$ cat config.mk
export PLATFORM = sky130hd
export DESIGN_NAME = tvce_front
export DESIGN_NICKNAME = d
export VERILOG_FILES = /design/src/hdl/tvce_pkg.sv /design/src/hdl/tvce_front.sv
export SDC_FILE = /design/constraint.sdc
export NUM_CORES = 1
export LEC_CHECK = 0
export BUFFER_PORTS_ARGS = -buffer_cell sky130_fd_sc_hd__buf_2
export CORE_ASPECT_RATIO = 1.1
export CORE_MARGIN = 5
export CORE_UTILIZATION = 26
export DETAILED_ROUTE_END_ITERATION = 10
export PLACE_DENSITY = 0.85
export SYNTH_ARGS = -nofsm -noshare
export SYNTH_HDL_FRONTEND = slang
export SYNTH_SLANG_ARGS = --single-unit
$ cat constraint.sdc
create_clock -name vclk -period 0.91
set_input_delay 0.0455 -clock vclk [all_inputs]
set_output_delay 0.0455 -clock vclk [all_outputs]
set_load 0.05 [all_outputs]
$ cat src/hdl/tvce_pkg.sv
// Shared types, constants and tables for the turtle vector command engine.
// Holds the command record passed front to back, the opcodes, the direction
// table and the quarter-wave sine ROM. No dependencies.
package tvce_pkg;

    // Stream payload widths
    localparam int VAL_W      = 16;
    localparam int COORD_W    = 16;
    localparam int COLOR_W    = 8;
    localparam int ANGLE_W    = 10;
    localparam int SCALE_W    = 15;
    localparam int IN_DATA_W  = 2 * VAL_W;
    localparam int IN_USER_W  = 6;
    localparam int OUT_DATA_W = 6 * COORD_W + COLOR_W;
    localparam int OUT_USER_W = 1;

    // Datapath widths
    localparam int BASE_W = 32;
    localparam int COEF_W = 18;
    localparam int PROD_W = BASE_W + COEF_W;
    localparam int TRIG_W = 17;

    // Angle constants and reciprocal for the mod-360 reduction
    localparam int DEG_QUARTER = 90;
    localparam int DEG_HALF    = 180;
    localparam int DEG_3Q      = 270;
    localparam int DEG_FULL    = 360;
    localparam logic [15:0] RECIP_360   = 16'd46604;   // ceil(2^24 / 360)
    localparam int          RECIP_SHIFT = 24;
    localparam int          QUOT_W      = 7;

    // Command queue
    localparam int QUEUE_DEPTH = 2;
    localparam int QPTR_W      = $clog2(QUEUE_DEPTH);
    localparam int QCNT_W      = $clog2(QUEUE_DEPTH + 1);

    // Opcodes on the input stream
    localparam logic [3:0] OP_STEP_FIRST = 4'd0;
    localparam logic [3:0] OP_STEP_LAST  = 4'd7;
    localparam logic [3:0] OP_MOVE       = 4'd8;
    localparam logic [3:0] OP_COLOR      = 4'd9;
    localparam logic [3:0] OP_SCALE      = 4'd10;
    localparam logic [3:0] OP_QUARTER    = 4'd11;
    localparam logic [3:0] OP_TURN       = 4'd12;
    localparam logic [3:0] OP_NO_DRAW    = 4'd13;
    localparam logic [3:0] OP_RETURN     = 4'd14;

    typedef enum logic [3:0] {
        CMD_NOP,
        CMD_STEP,
        CMD_MOVE,
        CMD_COLOR,
        CMD_SCALE,
        CMD_QUARTER,
        CMD_TURN,
        CMD_NO_DRAW,
        CMD_RETURN
    } cmd_kind_t;

    typedef struct packed {
        cmd_kind_t               kind;
        logic signed [VAL_W-1:0] v1;
        logic                    r1;
        logic signed [VAL_W-1:0] v2;
        logic                    r2;
        logic signed [1:0]       dx;
        logic signed [1:0]       dy;
    } cmd_t;

    // Unit directions U,D,L,R,E,F,G,H; y grows downward
    localparam logic signed [1:0] DIR_DX [8] =
        '{2'sd0, 2'sd0, -2'sd1, 2'sd1, 2'sd1, 2'sd1, -2'sd1, -2'sd1};
    localparam logic signed [1:0] DIR_DY [8] =
        '{-2'sd1, 2'sd1, 2'sd0, 2'sd0, -2'sd1, 2'sd1, 2'sd1, -2'sd1};

    localparam logic signed [ANGLE_W-1:0] QUARTER_DEG [4] =
        '{10'sd0, 10'sd90, 10'sd180, 10'sd270};

    // Sine ROM, round(16384*sin(k deg)) for k = 0..90, built at elaboration
    // from a Q30 Taylor series.
    typedef logic [14:0] sin_rom_t [0:90];

    localparam logic [63:0] PI_Q30 = 64'd3373259426;
    localparam logic [63:0] SERIES_DIV [1:7] =
        '{64'd6, 64'd20, 64'd42, 64'd72, 64'd110, 64'd156, 64'd210};

    function automatic sin_rom_t build_sin_rom();
        sin_rom_t    rom;
        logic [63:0] x;
        logic [63:0] sum;
        logic [63:0] t;
        for (int d = 0; d <= DEG_QUARTER; d++) begin
            x   = (64'(d) * PI_Q30 + 64'd90) / 64'd180;
            sum = x;
            t   = x;
            for (int n = 1; n <= 7; n++) begin
                t = (t * x) >> 30;
                t = (t * x) >> 30;
                t = t / SERIES_DIV[n];
                if ((n & 1) == 1)
                    sum = sum - t;
                else
                    sum = sum + t;
            end
            rom[d] = 15'((sum * 64'd16384 + (64'd1 << 29)) >> 30);
        end
        return rom;
    endfunction

    localparam sin_rom_t SIN_ROM = build_sin_rom();

    // Full-circle sine in Q2.14 for an angle already folded to 0..359
    function automatic logic signed [TRIG_W-1:0] sin_q14(input logic [8:0] ang);
        logic [6:0]               idx;
        logic                     neg;
        logic signed [TRIG_W-1:0] mag;
        if (ang <= 9'(DEG_QUARTER)) begin
            idx = ang[6:0];
            neg = 1'b0;
        end else if (ang <= 9'(DEG_HALF)) begin
            idx = 7'(9'(DEG_HALF) - ang);
            neg = 1'b0;
        end else if (ang <= 9'(DEG_3Q)) begin
            idx = 7'(ang - 9'(DEG_HALF));
            neg = 1'b1;
        end else begin
            idx = 7'(9'(DEG_FULL) - ang);
            neg = 1'b1;
        end
        mag = $signed({2'b00, SIN_ROM[idx]});
        return neg ? -mag : mag;
    endfunction

endpackage

$ cat src/hdl/tvce_front.sv
// Front end: input stream handshake and opcode classification.
// Depends on tvce_pkg; feeds tvce_cmd_queue.
module tvce_front
    import tvce_pkg::*;
(
    input  logic                 s_axis_tvalid,
    output logic                 s_axis_tready,
    input  logic [IN_DATA_W-1:0] s_axis_tdata,   // first_value, second_value
    input  logic [IN_USER_W-1:0] s_axis_tuser,   // operation[3:0], first_relative,
                                                 // second_relative
    input  logic                 queue_full,
    output logic                 push,
    output cmd_t                 push_cmd
);

    logic [3:0] op;
    cmd_kind_t  kind;

    assign op            = s_axis_tuser[3:0];
    assign s_axis_tready = !queue_full;
    assign push          = s_axis_tvalid && !queue_full;

    always_comb begin
        unique case (op) inside
            [OP_STEP_FIRST:OP_STEP_LAST]: kind = CMD_STEP;
            OP_MOVE:                      kind = CMD_MOVE;
            OP_COLOR:                     kind = CMD_COLOR;
            OP_SCALE:                     kind = CMD_SCALE;
            OP_QUARTER:                   kind = CMD_QUARTER;
            OP_TURN:                      kind = CMD_TURN;
            OP_NO_DRAW:                   kind = CMD_NO_DRAW;
            OP_RETURN:                    kind = CMD_RETURN;
            default:                      kind = CMD_NOP;
        endcase
    end

    always_comb begin
        push_cmd.kind = kind;
        push_cmd.v1   = $signed(s_axis_tdata[VAL_W-1:0]);
        push_cmd.r1   = s_axis_tuser[4];
        push_cmd.v2   = $signed(s_axis_tdata[2*VAL_W-1:VAL_W]);
        push_cmd.r2   = s_axis_tuser[5];
        push_cmd.dx   = DIR_DX[op[2:0]];
        push_cmd.dy   = DIR_DY[op[2:0]];
    end

endmodule

[After elaboration in Yosys (flattened, before gate mapping)]
Memories as Yosys holds them, arrays and structs flattened.
Cells that the tools add are included.
Storage, ports and cells
  flip-flop bits (word level): 0
  ROM bits: 32
  bits of input ports: 40
  output and inout port bits: 44
  logic and storage cells: 21
  memories kept: 2
Operators by class
  order comparisons: 3
  equality and inequality tests: 7
  multiplexer cells: 5
  bitwise gates (word level): 1
  reductions and logical operators: 3
Memory list
  (no name shown): words 8, bits a word 2, read ports 1, clocked after memory_dff 0, write ports 0, RTL line tvce_front.sv:44  | push_cmd.dy = DIR_DY[op[2:0]];
  (no name shown): words 8, bits a word 2, read ports 1, clocked after memory_dff 0, write ports 0, RTL line tvce_front.sv:43  | push_cmd.dx = DIR_DX[op[2:0]];
Operators with widths (count)
  $pmux W4 S8: 1
  $eq A4 B4 Y1 const B: 7
  $mux W2: 4
  $ge A4 B1 Y1 const B: 1
  $ge A4 B4 Y1 const B: 1
  $le A4 B3 Y1 const B: 1
  $not A3 Y4: 1
  $logic_and A1 B1 Y1: 2
  $logic_not A1 Y1: 1

[Depth between registers and ports, before layout]
Gate-level depths: netlist of the first run.
  depth after elaboration: 4
  depth in mapped cells: 4
  depth with buffers taken out: 4

[Least setup slack after synthesis of the first run]
No wires, ideal clock.
  kind: input-to-output
  start: input s_axis_tuser[0]
  end: output push_cmd[1] (netlist name)
  arrival time: 1149 ps
  required time: 864 ps
  path slack: -284 ps
  stages: 3
  path buffers: 0
  cells stage by stage: inv_1 -> ha_1 -> a21oi_1
RTL lines
  start, declared: RTL line tvce_front.sv:9  | input logic [IN_USER_W-1:0] s_axis_tuser,
  end, declared: RTL line tvce_front.sv:13  | output cmd_t push_cmd

==> results of run 1 <==
what timing repair did:
action | CTS | global route
buffers inserted | 1 | 1
pin swaps | 3 | 3
gates resized for setup | 30 | 4
endpoints found under the setup margin | 7 | 3
final cells by class:
type	count	area (um2)
Fill cell	172	1090
Inverter	3	18.8
Tap cell	17	21.3
Timing Repair Buffer	24	199
Multi-Input combinational cell	16	206
worst max-delay path: stages:
cell and delay [ns]:
buf_8 0.08, inv_6 0.04, ha_4 0.15, or3b_1 0.38
o311a_4 0.13, buf_8 0.15
cells by family (layout without fill, tap and decap cells):
group                    Yosys count  count (layout)
adder cells (fa/ha/maj)            4               4
multiplexers                       1               1
AND/OR/NAND/NOR                    8               8
AO/OA/AOI/OAI                      3               3
buffers and inverters             38              27
synth_stat cells:
cell type,instances,area [um2]
ha_1,4,50.1
inv_1,3,11.3
nor2_1,1,3.75
and3_1,1,6.26
or3b_1,1,8.76
nand3b_1,1,7.51
nand2b_1,2,12.5
buf_4,35,263
mux2_2,1,11.3
a21oi_1,1,5.00
o21a_1,1,7.51
o311a_1,1,10.0
or2_2,1,6.26
nor2b_1,1,6.26
power breakdown:
group	switching (mW)	leakage (nW)	internal, mW
clock	0	0	0
sequential	0	0	0
combinational	0.172	0.211	0.125
total	0.172	0.211	0.125
routing by layer:
layer / wire, um / GRT usage / vias up
li1: - / - / 115
met1: 333 / 0.0763 / 108
met2: 418 / 0.115 / 29
met3: 122 / 0.0173 / 10
met4: 24 / 0.0314 / 0
met5: 0 / 0 / -
worst paths after layout:
path	endpoint	slack [ns]
worst max-delay path	push_cmd[40]	-0.11
worst min-delay path	push_cmd[24]	0.09
stage by stage:
| step | setup TNS [ns] | hold WS (ns) | setup slack (ns) |
|---|---|---|---|
| after floorplan | 0 | 0.258 | 0.00674 |
| after global placement | -0.424 | 0.0913 | -0.218 |
| after detailed placement | -0.580 | 0.0913 | -0.236 |
| after CTS | -0.140 | 0.0913 | -0.112 |
| after global routing | -0.316 | 0.0911 | -0.125 |
| final | -0.259 | 0.0910 | -0.113 |
==> impl_metrics.csv, run 1 <==
group,metric,value,unit
job,cap_viol_max_count,0,
routing,drt-total-wl,898,um
cells_and_area,final_cell_mix,"buf_2, buf_4, buf_8, ha_4, nand2b_1",
worst_setup_path,required,0.86,ns
worst_setup_path,start_kind,"input pin",
timing,setup_viol,4,
clocking,ctsHoldBuffers,0,
timing,period_needed,1.02,ns
timing,finalMaxSlewViolations,0,
power_and_ir_drop,peakVddDrop,0.260,mV
worst_setup_path,crit_fanout,2,
placed_design,hpwl,643,um
routing,antenna_left,0,
worst_setup_path,cp.arrival,0.98,ns
cells_and_area,layout.cells.non_filler,60,
synthesis,synth_area,409,um2
worst_setup_path,worstSetupStartpoint,"s_axis_tuser[1]",
timing,setup_slack,-0.113,ns
synthesis,synth_nets,98,
routing,drcViolationCount,0,
synthesis,ys_seq_area_frac,0,
global_route,antenna_found_initial,0,
cells_and_area,seq_cell_count,0,
floorplan,ios,84,
global_route,grt_max_degree,8,
synthesis,ys_types,14,
run_status,status,"complete, but fails checks",
placed_design,io_buffers,16,
timing,slew_headroom,0.832,
synthesis,synth_cells,54,
synthesis,synth-simple-area-share,0.125,
worst_setup_path,critPathKind,"in2out",
floorplan,die_w,47.8,um
synthesis,synth_top_family_by_area,"buffers and inverters",
synthesis,yosys.area_share.xor_xnor,0,
floorplan,chipHeight,51.6,um
timing,rsz0062_at_grt,"true",
synthesis,ys_warn_count,0,
routing,vias,262,
hold_path,holdPathStages,0,
power_and_ir_drop,power,0.297,mW
run_status,violations,"negative setup slack",
synthesis,synthMuxAreaShare,0.0275,
floorplan,rows,15,
hold_path,worstHoldPathType,"in2out",
cells_and_area,drive_gt1_frac,0.791,
timing,clock.fmax,0.978,GHz
routing,dr.pass1.iters,2,
synthesis,syn-mean-instance-area,7.58,um2
timing,worst_pin_slew,0.254,ns
power_and_ir_drop,p_per_area,666,mW/mm2
cells_and_area,final_cell_area,445,um2
synthesis,synthAdderAreaFrac,0.122,
cells_and_area,num-clock-buffers,0,
floorplan,die_area,0.00247,mm2
global_route,grt_pass1_wl,1.28,mm
timing,hold_viol,0,
worst_setup_path,endpoint_kind,"output pin",
cells_and_area,post-route-util,0.289,
power_and_ir_drop,cellLeakagePower,0.211,nW
cells_and_area,seq_area,0,um2
hold_path,worstHoldStart,"s_axis_tdata[2]",
placed_design,gp_congestion,0.711,
global_route,grt_pass1_vias,290,
floorplan,core_area,0.00154,mm2
global_route,grt_overflow_total,0,
floorplan,start_util,0.266,
timing,fin_crit_sh,1.12,
global_route,track_usage,0.0680,
placed_design,dpl_cell_area,298,um2
cells_and_area,insertedDiodeCount,0,
cells_and_area,area_delta_synth_final,8.87,%
placed_design,dp.cells,58,
cells_and_area,fin_nets,89,
synthesis,synth-compound-area-share,0.0550,
routing,drt_iter0_markers,1,
routing,wire_per_inst,15.0,um
routing,vias_per_cell,4.37,
Power figures use the tool's default switching activity.
==> run 2, diff against run 1 <==
--- a/config.mk
+++ b/config.mk
@@ -8,9 +8,9 @@
 export BUFFER_PORTS_ARGS = -buffer_cell sky130_fd_sc_hd__buf_2
 export CORE_ASPECT_RATIO = 1.1
 export CORE_MARGIN = 5
-export CORE_UTILIZATION = 26
+export CORE_UTILIZATION = 23
 export DETAILED_ROUTE_END_ITERATION = 10
-export PLACE_DENSITY = 0.85
+export PLACE_DENSITY = 0.8
 export SYNTH_ARGS = -nofsm -noshare
 export SYNTH_HDL_FRONTEND = slang
 export SYNTH_SLANG_ARGS = --single-unit
==> constraint.sdc (replaced) <==
create_clock -name vclk -period 0.8
set_input_delay 0.04 -clock vclk [all_inputs]
set_output_delay 0.04 -clock vclk [all_outputs]
set_load 0.05 [all_outputs]
==> impl_metrics.csv, run 2 (synthesized netlist as in run 1, its figures left out) <==
group,metric,value,unit
routing,vias,266,
global_route,grt_pass1_vias,275,
timing,finalMaxSlewViolations,0,
routing,drcViolationCount,0,
placed_design,io_buffers,16,
placed_design,hpwl,699,um
cells_and_area,seq_area,0,um2
worst_setup_path,crit_fanout,2,
timing,fin_crit_sh,1.26,
global_route,grt_pass1_wl,1.30,mm
cells_and_area,area_delta_synth_final,22.3,%
timing,hold_viol,0,
hold_path,holdPathStages,0,
power_and_ir_drop,peakVddDrop,0.274,mV
timing,worst_pin_slew,0.251,ns
worst_setup_path,cp_common_cell,"buf_8",
timing,setup_viol,6,
floorplan,die_w,50.2,um
run_status,status,"complete, but fails checks",
routing,drt_iter0_markers,1,
cells_and_area,seq_cell_count,0,
cells_and_area,post-route-util,0.287,
worst_setup_path,path_delay_family,"simple AND/OR/NAND/NOR gates",
floorplan,die_area,0.00272,mm2
run_status,violations,"negative setup slack",
worst_setup_path,endpoint_kind,"output pin",
floorplan,rows,16,
job,cap_viol_max_count,0,
global_route,track_usage,0.0580,
worst_setup_path,cp_slowest_cell,"or3b_4",
routing,dr.pass1.iters,2,
cells_and_area,insertedDiodeCount,0,
timing,setup-tns-final,-0.576,ns
hold_path,worstHoldPathType,"in2out",
cells_and_area,drive_gt1_frac,0.857,
timing,slew_headroom,0.834,
placed_design,dp_slack,-0.341,ns
routing,drt-total-wl,857,um
worst_setup_path,critPathKind,"in2out",
hold_path,worstHoldStart,"s_axis_tdata[11]",
cells_and_area,final_cell_mix,"buf_2, buf_4, buf_8, ha_4, buf_6",
placed_design,gp_congestion,0.727,
worst_setup_path,slowest_delay,0.38,ns
cells_and_area,fin_nets,88,
routing,wire_per_inst,14.3,um
worst_setup_path,worstSetupStartpoint,"s_axis_tuser[1]",
worst_setup_path,required,0.76,ns
power_and_ir_drop,p_per_area,756,mW/mm2
cells_and_area,fillers,172,
timing,rsz0062_at_grt,"true",
timing,clock.fmax,0.990,GHz
timing,setup_slack,-0.210,ns
worst_setup_path,cp_cell_sequence,"buf_8, inv_8, ha_4, or3b_4, o311a_4, buf_8",
worst_setup_path,cp.arrival,0.97,ns
routing,antenna_left,0,
hold_path,worstHoldEndpoint,"push_cmd[33]",
routing,vias_per_cell,4.43,
floorplan,core_area,0.00174,mm2
power_and_ir_drop,cellLeakagePower,0.221,nW
floorplan,chipHeight,54.2,um
timing,period_needed,1.01,ns
worst_setup_path,crit_buf_inv,3,
clocking,ctsHoldBuffers,0,
global_route,antenna_found_initial,0,
global_route,grt_overflow_total,0,
cells_and_area,num-clock-buffers,0,
worst_setup_path,start_kind,"input pin",
floorplan,ios,84,
global_route,grt_max_degree,6,
floorplan,start_util,0.235,
run 2: cell types whose count changed in the layout (fill, tap and decap cells not counted), moves of 2 or more:
| cell | previous run | this run |
|---|---|---|
| buf_2 | 9 | 6 |
| buf_6 | 1 | 4 |
| inv_8 | 0 | 2 |
| buf_4 | 9 | 6 |
run 2: how the worst max path moves through the flow:
stage	to	slack (ns)	cells after the start
final	push_cmd[40]	-0.21	6
after global routing	push_cmd[40]	-0.23	6
after CTS	push_cmd[40]	-0.22	6
after detailed placement	push_cmd[40]	-0.34	6
after global placement	push_cmd[40]	-0.33	6
after floorplan	push_cmd[40]	0.0006	4
run 2: stage by stage:
step / std cells / hold WS [ns] / power, mW / cell area [um2]
global placement: 60 / 0.0803 / 0.281 / 352
floorplan: 54 / 0.247 / 0.653 / 459
global route: 60 / 0.0801 / 0.398 / 500
detailed placement: 60 / 0.0803 / 0.284 / 352
CTS: 60 / 0.0803 / 0.364 / 477
finish: 60 / 0.0800 / 0.378 / 500
run 2: per-layer routing:
| layer | global-route usage | share of wire |
|---|---|---|
| met4 | 0.0437 | 0.064 |
| met3 | 0.0381 | 0.23 |
| met5 | 0 | 0 |
| met2 | 0.0858 | 0.39 |
| met1 | 0.0583 | 0.32 |
run 2: where the power goes:
part | leakage [nW] | internal (mW) | switching (mW)
Sequential | 0 | 0 | 0
Combinational | 0.221 | 0.172 | 0.206
Clock | 0 | 0 | 0
Total | 0.221 | 0.172 | 0.206
run 2: cell type report:
cell class / count / area [um2] / area share
Timing Repair Buffer: 23 / 223 / 0.445
Multi-Input combinational cell: 16 / 229 / 0.458
Inverter: 3 / 26.3 / 0.0525
Tap cell: 18 / 22.5 / 0.0450
run 2: what timing repair did:
item,4_1_cts,5_1_grt
pin swaps,4,0
hold endpoints to repair,0,0
buffers inserted,1,0
setup endpoints to repair,8,8
gates resized for setup,34,5
