`src/hdl/tvce_pkg.sv`:
```
// Shared types, constants and tables for the turtle vector command engine.
// Holds the command record passed front to back, the opcodes, the direction
// table and the quarter-wave sine ROM. No dependencies.
package tvce_pkg;

    // Stream payload widths
    localparam int VAL_W      = 16;
    localparam int COORD_W    = 16;
    localparam int COLOR_W    = 8;
    localparam int ANGLE_W    = 10;
    localparam int SCALE_W    = 15;
    localparam int IN_DATA_W  = 2 * VAL_W;
    localparam int IN_USER_W  = 6;
    localparam int OUT_DATA_W = 6 * COORD_W + COLOR_W;
    localparam int OUT_USER_W = 1;

    // Datapath widths
    localparam int BASE_W = 32;
    localparam int COEF_W = 18;
    localparam int PROD_W = BASE_W + COEF_W;
    localparam int TRIG_W = 17;

    // Angle constants and reciprocal for the mod-360 reduction
    localparam int DEG_QUARTER = 90;
    localparam int DEG_HALF    = 180;
    localparam int DEG_3Q      = 270;
    localparam int DEG_FULL    = 360;
    localparam logic [15:0] RECIP_360   = 16'd46604;   // ceil(2^24 / 360)
    localparam int          RECIP_SHIFT = 24;
    localparam int          QUOT_W      = 7;

    // Command queue
    localparam int QUEUE_DEPTH = 2;
    localparam int QPTR_W      = $clog2(QUEUE_DEPTH);
    localparam int QCNT_W      = $clog2(QUEUE_DEPTH + 1);

    // Opcodes on the input stream
    localparam logic [3:0] OP_STEP_FIRST = 4'd0;
    localparam logic [3:0] OP_STEP_LAST  = 4'd7;
    localparam logic [3:0] OP_MOVE       = 4'd8;
    localparam logic [3:0] OP_COLOR      = 4'd9;
    localparam logic [3:0] OP_SCALE      = 4'd10;
    localparam logic [3:0] OP_QUARTER    = 4'd11;
    localparam logic [3:0] OP_TURN       = 4'd12;
    localparam logic [3:0] OP_NO_DRAW    = 4'd13;
    localparam logic [3:0] OP_RETURN     = 4'd14;

    typedef enum logic [3:0] {
        CMD_NOP,
        CMD_STEP,
        CMD_MOVE,
        CMD_COLOR,
        CMD_SCALE,
        CMD_QUARTER,
        CMD_TURN,
        CMD_NO_DRAW,
        CMD_RETURN
    } cmd_kind_t;

    typedef struct packed {
        cmd_kind_t               kind;
        logic signed [VAL_W-1:0] v1;
        logic                    r1;
        logic signed [VAL_W-1:0] v2;
        logic                    r2;
        logic signed [1:0]       dx;
        logic signed [1:0]       dy;
    } cmd_t;

    // Unit directions U,D,L,R,E,F,G,H; y grows downward
    localparam logic signed [1:0] DIR_DX [8] =
        '{2'sd0, 2'sd0, -2'sd1, 2'sd1, 2'sd1, 2'sd1, -2'sd1, -2'sd1};
    localparam logic signed [1:0] DIR_DY [8] =
        '{-2'sd1, 2'sd1, 2'sd0, 2'sd0, -2'sd1, 2'sd1, 2'sd1, -2'sd1};

    localparam logic signed [ANGLE_W-1:0] QUARTER_DEG [4] =
        '{10'sd0, 10'sd90, 10'sd180, 10'sd270};

    // Sine ROM, round(16384*sin(k deg)) for k = 0..90, built at elaboration
    // from a Q30 Taylor series.
    typedef logic [14:0] sin_rom_t [0:90];

    localparam logic [63:0] PI_Q30 = 64'd3373259426;
    localparam logic [63:0] SERIES_DIV [1:7] =
        '{64'd6, 64'd20, 64'd42, 64'd72, 64'd110, 64'd156, 64'd210};

    function automatic sin_rom_t build_sin_rom();
        sin_rom_t    rom;
        logic [63:0] x;
        logic [63:0] sum;
        logic [63:0] t;
        for (int d = 0; d <= DEG_QUARTER; d++) begin
            x   = (64'(d) * PI_Q30 + 64'd90) / 64'd180;
            sum = x;
            t   = x;
            for (int n = 1; n <= 7; n++) begin
                t = (t * x) >> 30;
                t = (t * x) >> 30;
                t = t / SERIES_DIV[n];
                if ((n & 1) == 1)
                    sum = sum - t;
                else
                    sum = sum + t;
            end
            rom[d] = 15'((sum * 64'd16384 + (64'd1 << 29)) >> 30);
        end
        return rom;
    endfunction

    localparam sin_rom_t SIN_ROM = build_sin_rom();

    // Full-circle sine in Q2.14 for an angle already folded to 0..359
    function automatic logic signed [TRIG_W-1:0] sin_q14(input logic [8:0] ang);
        logic [6:0]               idx;
        logic                     neg;
        logic signed [TRIG_W-1:0] mag;
        if (ang <= 9'(DEG_QUARTER)) begin
            idx = ang[6:0];
            neg = 1'b0;
        end else if (ang <= 9'(DEG_HALF)) begin
            idx = 7'(9'(DEG_HALF) - ang);
            neg = 1'b0;
        end else if (ang <= 9'(DEG_3Q)) begin
            idx = 7'(ang - 9'(DEG_HALF));
            neg = 1'b1;
        end else begin
            idx = 7'(9'(DEG_FULL) - ang);
            neg = 1'b1;
        end
        mag = $signed({2'b00, SIN_ROM[idx]});
        return neg ? -mag : mag;
    endfunction

endpackage

```
`src/hdl/tvce_cmd_queue.sv`:
```
// Short command queue between the front end and the execution back end.
// Depends on tvce_pkg.
module tvce_cmd_queue
    import tvce_pkg::*;
(
    input  logic clk,
    input  logic rst_n,
    input  logic push,
    input  cmd_t push_cmd,
    output logic full,
    input  logic pop,
    output logic head_valid,
    output cmd_t head_cmd
);

    cmd_t              mem_reg [QUEUE_DEPTH];
    logic [QPTR_W-1:0] wr_ptr_reg, wr_ptr_next;
    logic [QPTR_W-1:0] rd_ptr_reg, rd_ptr_next;
    logic [QCNT_W-1:0] count_reg, count_next;
    logic              do_push, do_pop;

    assign full       = (count_reg == QCNT_W'(QUEUE_DEPTH));
    assign head_valid = (count_reg != '0);
    assign head_cmd   = mem_reg[rd_ptr_reg];
    assign do_push    = push && !full;
    assign do_pop     = pop && head_valid;

    always_comb begin
        wr_ptr_next = wr_ptr_reg;
        rd_ptr_next = rd_ptr_reg;
        count_next  = count_reg;
        if (do_push)
            wr_ptr_next = (wr_ptr_reg == QPTR_W'(QUEUE_DEPTH - 1)) ? '0 : wr_ptr_reg + 1'b1;
        if (do_pop)
            rd_ptr_next = (rd_ptr_reg == QPTR_W'(QUEUE_DEPTH - 1)) ? '0 : rd_ptr_reg + 1'b1;
        if (do_push && !do_pop)
            count_next = count_reg + 1'b1;
        else if (do_pop && !do_push)
            count_next = count_reg - 1'b1;
    end

    always_ff @(posedge clk or negedge rst_n)
    begin
        if (!rst_n)
        begin
            wr_ptr_reg <= '0;
            rd_ptr_reg <= '0;
            count_reg  <= '0;
        end
        else
        begin
            wr_ptr_reg <= wr_ptr_next;
            rd_ptr_reg <= rd_ptr_next;
            count_reg  <= count_next;
        end
    end

    always_ff @(posedge clk)
    begin
        if (do_push)
            mem_reg[wr_ptr_reg] <= push_cmd;
    end

    a_count_bound: assert property (@(posedge clk) disable iff (!rst_n)
        count_reg <= QCNT_W'(QUEUE_DEPTH))
        else $error("command queue count exceeds depth");

endmodule

```
`config.mk`:
```
export PLATFORM = sky130hd
export DESIGN_NAME = tvce_cmd_queue
export DESIGN_NICKNAME = d
export VERILOG_FILES = /design/src/hdl/tvce_pkg.sv /design/src/hdl/tvce_cmd_queue.sv
export SDC_FILE = /design/constraint.sdc
export NUM_CORES = 1
export LEC_CHECK = 0
export BUFFER_PORTS_ARGS = -buffer_cell sky130_fd_sc_hd__buf_2
export CAP_MARGIN = 10
export CORE_MARGIN = 2
export CORE_UTILIZATION = 40
export DETAILED_ROUTE_END_ITERATION = 10
export SLEW_MARGIN = 20
export SYNTH_ARGS = -nofsm -noshare
export SYNTH_HDL_FRONTEND = slang
export SYNTH_SLANG_ARGS = --single-unit
```
`constraint.sdc`:
```
create_clock -name clk -period 5.7 [get_ports clk]
set_input_delay 0.285 -clock clk [delete_from_list [all_inputs] [get_ports clk]]
set_output_delay 0.285 -clock clk [all_outputs]
set_load 0.02 [all_outputs]
```
# == Word-level counts from Yosys, hierarchy flattened ==
# Memories as Yosys holds them, arrays and structs flattened.
# Index checks and enable logic that the tools add are counted.
# word_totals
mem_count,1
mem_bits_rw,84
ff_bits,4
elab_cells,24
out_inout_bits,44
# op_classes
reduce_logical,9
n_addsub,4
muxes,6
n_eq_ne,1
# memory_table
name,depth,width,rd,rd_clocked_by_memory_dff,write_ports,line,source
mem_reg,2,42,1,0,1,tvce_cmd_queue.sv:16,cmd_t mem_reg [QUEUE_DEPTH];
# ops
operator,count
1-bit logical AND,4
1-bit two-way mux,4
2-bit two-way mux,2
2-bit nonzero test,2
1-bit logical NOT,3
"1-bit adder, second input constant",2
"2-bit by 1-bit adder with 2-bit output, second input constant",1
"2-bit equality test, second input constant",1
"2-bit by 1-bit subtractor with 2-bit output, second input constant",1

# == Longest topological paths before layout ==
# Gate-level depths: netlist of the first run.
# depth
word_depth,7
depth_mapped,7
ltp_nobuf,7

# == Worst setup path after synthesis of the first run ==
# No wires, ideal clock.
# synth_timing
path_type,reg-to-reg
startpoint,reg count_reg[0]
endpoint,"mem mem_reg[0][0] (netlist name), enable pin"
slack_ns,2.868
path_buffers,0
setup_time_ns,0.441
required_ns,5.259
arrival_time_ns,2.391
stages_incl_launch_ff,4
cell_sequence,dfrtp_1 nand2b_1 nand2_1 nor2_1
# synth_via
elab_chain_len,5
# synth_rtl
element,line,source
start: declaration,tvce_cmd_queue.sv:19,"logic [QCNT_W-1:0] count_reg, count_next;"
start signal: assignment,tvce_cmd_queue.sv:54,count_reg <= count_next;
2-bit equality test,tvce_cmd_queue.sv:22,assign full = (count_reg == QCNT_W'(QUEUE_DEPTH));
1-bit logical NOT,tvce_cmd_queue.sv:25,assign do_push = push && !full;
1-bit logical AND,tvce_cmd_queue.sv:25,
1-bit two-way mux,tvce_cmd_queue.sv:60,if (do_push)
1-bit two-way mux (not written as such),tvce_cmd_queue.sv:61,mem_reg[wr_ptr_reg] <= push_cmd;
end: declaration,tvce_cmd_queue.sv:16,
# No other way between the ends.

==> results of run 1 <==
-- stage by stage --
stage	cell area (um2)	std cells	util [%]	total power [mW]
final	4150	358	50.2	2.15
after global routing	4150	358	50.2	2.27
after CTS	4150	358	50.2	2.19
after detailed placement	3940	341	47.7	1.77
after global placement	3940	341	47.7	1.77
after floorplan	3430	150	-	1.61
-- layer usage --
metal	up-vias	GRT usage (%)	wire length [um]
met4	0	6.18	96
met3	9	3.32	330
met1	797	15.1	2380
li1	778	-	-
met5	-	0	0
met2	56	18.5	2580
-- layout by cell type, fill, tap and decap left out, drive strengths merged, types with 2 or more instances in the layout --
| cell | n |
|---|---|
| clkbuf | 9 |
| clkinv | 4 |
| nand2 | 2 |
| xor2 | 2 |
| mux2 | 42 |
| buf | 91 |
| dfrtp | 4 |
| clkinvlp | 2 |
| xnor2 | 3 |
| inv | 2 |
| nor2 | 2 |
| edfxtp | 84 |
-- power groups by stage --
stage	combinational (mW)	sequential (mW)	clock [mW]
after CTS	0.788	0.974	0.427
after global placement	0.788	0.984	0
final	0.773	0.971	0.411
after detailed placement	0.786	0.988	0
after global routing	0.827	0.988	0.453
after floorplan	0.673	0.937	0
-- worst paths after layout --
| check | from | end | cells past startpoint |
|---|---|---|---|
| max in group asynchronous | rst_n | rd_ptr_reg$_DFFE_PN0P_ | 2 |
| min | push_cmd[34] | mem_reg[0][34]$_DFFE_PP_ | 1 |
| min in group asynchronous | rst_n | wr_ptr_reg$_DFFE_PN0N_ | 2 |
| max reg2reg | count_reg[0]$_DFFE_PN0P_ | mem_reg[1][26]$_DFFE_PP_ | 2 |
| max | rd_ptr_reg$_DFFE_PN0P_ | head_cmd[25] | 3 |
| min reg2reg | count_reg[1]$_DFFE_PN0P_ | count_reg[1]$_DFFE_PN0P_ | 1 |
-- area by class of cell --
type | instances | area share [%]
clock inverter | 7 | 1.75
multi-input combinational | 55 | 17.3
inverter | 2 | 0.181
sequential | 88 | 63.3
clock buffer | 9 | 2.99
timing repair buffer | 92 | 11.3
tap | 105 | 3.17
-- cells by family after synthesis --
logic type	Yosys count
buf+inv	7
mux	42
xor+xnor	5
flops	88
simple gates	7
fa+ha+maj	1
==> metrics.txt, run 1 <==
run status=completed; core area=0.00826 mm2; initial cell density of the core=41.5%; area delta synth->final=20.9%; P per Cell Area=519 mW/mm2; LEAKAGE=1.68 nW; Slew @ Worst Pin=about 1.0 ns; RSZ-0062 raised after global routing=false; most numerous cell in the Yosys netlist=edfxtp_1; DRC errors left=0; Main synth FF type=edfxtp_1; simple-gate share of the synthesized area=0.985%; vias post-DR=approximately 1600; Tmin final=~2.5 ns; pin count of the biggest net entering global routing=43; sequential power share=45.0%; CTS tree=done; number of global-route vias before repair=1671; share of cells above drive strength 1=between 60% and 70%; Hold WS=between 0.1 and 0.15 ns; DP Wirelength=3460 um; IO buf count=89; leading cell types by count after synthesis=edfxtp_1, mux2_4, buf_12, dfrtp_1; dominant cells by area after synthesis=edfxtp_1, mux2_4, dfrtp_1, buf_12, mux2_2; worst path cell trace=buf_4 > mux2_2 > buf_2; final worst slack=3.19 ns; post-synthesis xor/xnor area fraction=1.28%; Synth area leader=edfxtp_1; clock buffer depth=2; share of total power in the clock network=19.1%; Slowest cell on crit path=dfrtp_2; Die X=96.6 um; Final nets=295; number of enable flip-flop cells after synthesis=84; mux cell area share after synthesis=18.1%; Setup Fix Bufs, Post-CTS=0; Final GP Congestion=0.735; Vias per Instance=4.58; global route overflow=0; Mean Syn Cell Area=22.9 um2; # rows=33; post-synthesis adder-cell area fraction=0.365%; final wirelength=5390 um; number of buffers and inverters on the critical path=2; critical path endpoint category=output port; first-pass GRT wire length=8430 um; CP Max Fanout=23; largest family of logic cells by synthesized area=multiplexers; Peak VDD IR=about 0.00046 V; synth unique cells=15; Critical Path RT=5.41 ns; die area=0.00933 mm2; Clock Sinks=88; Critical Path AT=between 2 and 2.5 ns; DIE HEIGHT=96.6 um; First DRT Iteration DRCs=between 60 and 70; internal power=1.45 mW; fin crit share=44.1%; max FFs per register=84; switching share of total power=32.9%; root buffer cell=clkbuf_8; Hold Fails Final Rpt=0; skew final=0.00805 ns; post-CTS sizing=0; number of I/O pins=90; footprint of the multi-input gates=718 um2; filler cell count in the final layout=721; wire per inst=15.0 um; Rel. slew slack=31.0%; Net Count, Synth=197; initial antenna violation count=0; Max Clk Rate=0.398 GHz; final setup vio count=0; Overall Global Routing Usage=11.8%; residual antenna-violating net count after detailed routing=0; cells after synthesis=150; CTS Hold Bufs=1; Crit path largest cell delay=0.83 ns; drt pass-1 iters=4; max_cap viols=0; Cell Area, Synth=between 0.003 and 0.004 mm2; Post-Place Worst Slack=3.52 ns; Worst R2R Setup Slack=3.84 ns; Worst setup SP type=flop; Crit Path Class=flop to output port; Synth top area share=73.5%; Warnings, synthesis=0; Register Area=0.00262 mm2; number of diodes=0; clk_lat worst skew=about 0.34 ns; FF+latch count, synth=88; cell family with most CP delay=flip-flops; post-synthesis sequential area ratio=76.4%; CTS Buf Count=9; CTS H-tree lvls=3; Hold/Removal Path Class=input pin to flop; clock transition at the registers of the reported paths=0.08 ns; FFs w/ async S/R, synth=~4.5%; max-slew violation count=0; combinational power share=35.9%; Switch Pwr=0.708 mW; compound-gate portion of the synthesized area=0%; setup TNS=0 ns
Power figures use the tool's default switching activity.
==> inputs of run 2 (changes only) <==
- ABC_AREA: default -> 1
- PLACE_DENSITY: default -> 0.66
- clock period: 5.7 -> 2.14 ns (I/O delays scaled with it)
==> run 2 against run 1 <==
Effect of this change:
- highest routed layer unchanged
- total power increased to 2.7 times the previous value
- core utilization is 4.9 points higher
- synthesized cell count increased by 67%
- critical path depth rose by 1
==> metrics.txt, run 2 <==
vias post-DR=roughly 2200; CTS tree=done; die area=0.00907 mm2; number of I/O pins=90; clock transition at the registers of the reported paths=around 0.08 ns; most frequent cells in the layout=nand2_1, buf_2, edfxtp_1; clock buffer depth=2; clk_lat worst skew=roughly 0.34 ns; most common cell after layout, fill and taps aside=nand2_1; LEAKAGE=just under 2 nW; Top cell by count, worst path=nand2_1; wire per inst=12.2 um; design area=0.00448 mm2; worst path cell trace=buf_4 > nand2_1 > nand2_1 > buf_2; hold path startpoint=pop; initial antenna violation count=0; FFs w/ async S/R, synth=approximately 4.5%; skew final=around 0.0086 ns; leading cell types by count after synthesis=nand2_1, edfxtp_1, inv_1; worst r2r src=count_reg[1]$_DFFE_PN0P_; First DRT Iteration DRCs=86; Final nets=436; Hold Fails Final Rpt=0; Synth area leader=edfxtp_1; Tmin final=1.84 ns; max_cap viols=0; CTS Buf Count=9; Critical Path RT=2.03 ns; number of global-route vias before repair=2149; Rel. slew slack=a little over three fifths; Synth top area share=75.8%; P per Cell Area=approximately 1300 mW/mm2; Hold WS=0.0245 ns; Peak VDD IR=0.000584 V; Warnings, synthesis=0; post-synthesis sequential area ratio=78.8%; Register Area=0.00262 mm2; final setup vio count=0; area delta synth->final=34.7%; footprint of the multi-input gates=593 um2; Mean Syn Cell Area=13.3 um2; share of cells above drive strength 1=29.4%; Die X=95.2 um; Overall Global Routing Usage=14.5%; max FFs per register=84; Cell Area, Synth=0.00333 mm2; final wirelength=around 6100 um; core area=0.00813 mm2; Clock Sinks=88; Final GP Congestion=0.699; residual antenna-violating net count after detailed routing=0; Crit Path Class=flop to output port; CTS H-tree lvls=3; synth unique cells=17; DIE HEIGHT=95.2 um; Slowest cell on crit path=dfrtp_2; Max Clk Rate=0.544 GHz; DRC errors left=0; dominant cells by area after synthesis=edfxtp_1, nand2_1, dfrtp_1, buf_6, buf_4; pin count of the biggest net entering global routing=44; RSZ-0062 raised after global routing=false; dpl cell area=0.00387 mm2; CP Max Fanout=27; setup TNS=0 ns; most numerous cell in the Yosys netlist=nand2_1; Crit path largest cell delay=0.73 ns; FF+latch count, synth=88; fin crit share=85.9%; crit path from=rd_ptr_reg$_DFFE_PN0P_; critical path endpoint category=output port; number of enable flip-flop cells after synthesis=between 80 and 90; IO buf count=89; Main synth FF type=edfxtp_1; Critical Path AT=1.73 ns; Vias per Instance=roughly 4.4; global route overflow=0; initial cell density of the core=40.9%; root buffer cell=clkbuf_8; Slew @ Worst Pin=0.552 ns; Net Count, Synth=298; number of diodes=0; # rows=33; filler cell count in the final layout=698; DP Wirelength=3740 um; run status=completed; Setup Fix Bufs, Post-CTS=0; first-pass GRT wire length=~9700 um; Worst setup SP type=flop; cells after synthesis=251; post-CTS sizing=0; drt pass-1 iters=4; Hold/Removal Path Class=input pin to flop; max-slew violation count=0
==> run 2: cell count changes after synthesis, sizes merged, moves of 2 or more <==
| cell | change |
|---|---|
| buf | +4 |
| nand2 | +135 |
| mux2 | -42 |
| xnor2 | -2 |
| xor2 | -2 |
| nand3 | +2 |
| inv | +6 |
==> run 2: cell families after synthesis <==
| logic type | synth area share, % |
|---|---|
| and+or+nand+nor | 16.8 |
| DFF | 78.8 |
| xor gates and xnor gates | 0.263 |
| AOI/OAI and AO/OA | 0.150 |
| buffers and inverters | 3.65 |
| adders and majority gates | 0.376 |
==> run 2: worst max-delay path: cells and delay by family, from the launching register on <==
kind	cells	cell delay [ns]
flops	1	0.73
simple gates	2	0.16
buf+inv	2	0.49
==> run 2: worst paths after layout <==
kind	slack [ns]	to	cells after the start
max	0.30	head_cmd[25]	4
min	0.02	rd_ptr_reg$_DFFE_PN0P_	3
max reg2reg	0.53	mem_reg[0][11]$_DFFE_PP_	6
min reg2reg	0.48	count_reg[1]$_DFFE_PN0P_	2
max in group asynchronous	1.90	rd_ptr_reg$_DFFE_PN0P_	2
min in group asynchronous	0.10	rd_ptr_reg$_DFFE_PN0P_	2
==> run 2: final cells by class <==
| class | count | share of cell area [%] |
|---|---|---|
| timing repair buffer | 136 | 20.5 |
| multi-input combinational | 146 | 13.2 |
| inverter | 8 | 0.781 |
| sequential | 88 | 58.5 |
| clock buffer | 12 | 3.01 |
| tap | 105 | 2.93 |
| clock inverter | 4 | 1.06 |
==> run 2: layer usage <==
layer	vias to the layer above	wire, um	global-route usage, %
li1	1108	-	-
met1	1011	2550	15.6
met2	53	3190	26.4
met3	5	300	4.35
met4	0	53	5.80
met5	-	0	0
==> run 2: through the flow <==
step | total power, mW | std cells | worst slack, ns | util, %
6_report | 5.71 | 499 | 0.301 | 55.1
3_3_place_gp | 4.65 | 440 | 0.590 | 47.6
3_5_place_dp | 4.68 | 440 | 0.535 | 47.6
4_1_cts | 5.81 | 499 | 0.222 | 55.1
5_1_grt | 6.10 | 499 | 0.155 | 55.1
2_1_floorplan | 4.04 | 251 | 0.0203 | -
==> run 2: timing repair <==
action / 4_1_cts / 5_1_grt
hold buffers: 43 / 0
endpoints found under the setup margin: 0 / 0
hold endpoints to repair: 88 / 0
==> run 2: power breakdown <==
group | switching (mW) | internal (mW)
combinational | 1.45 | 0.669
clock | 0.523 | 0.537
sequential | 0.182 | 2.35
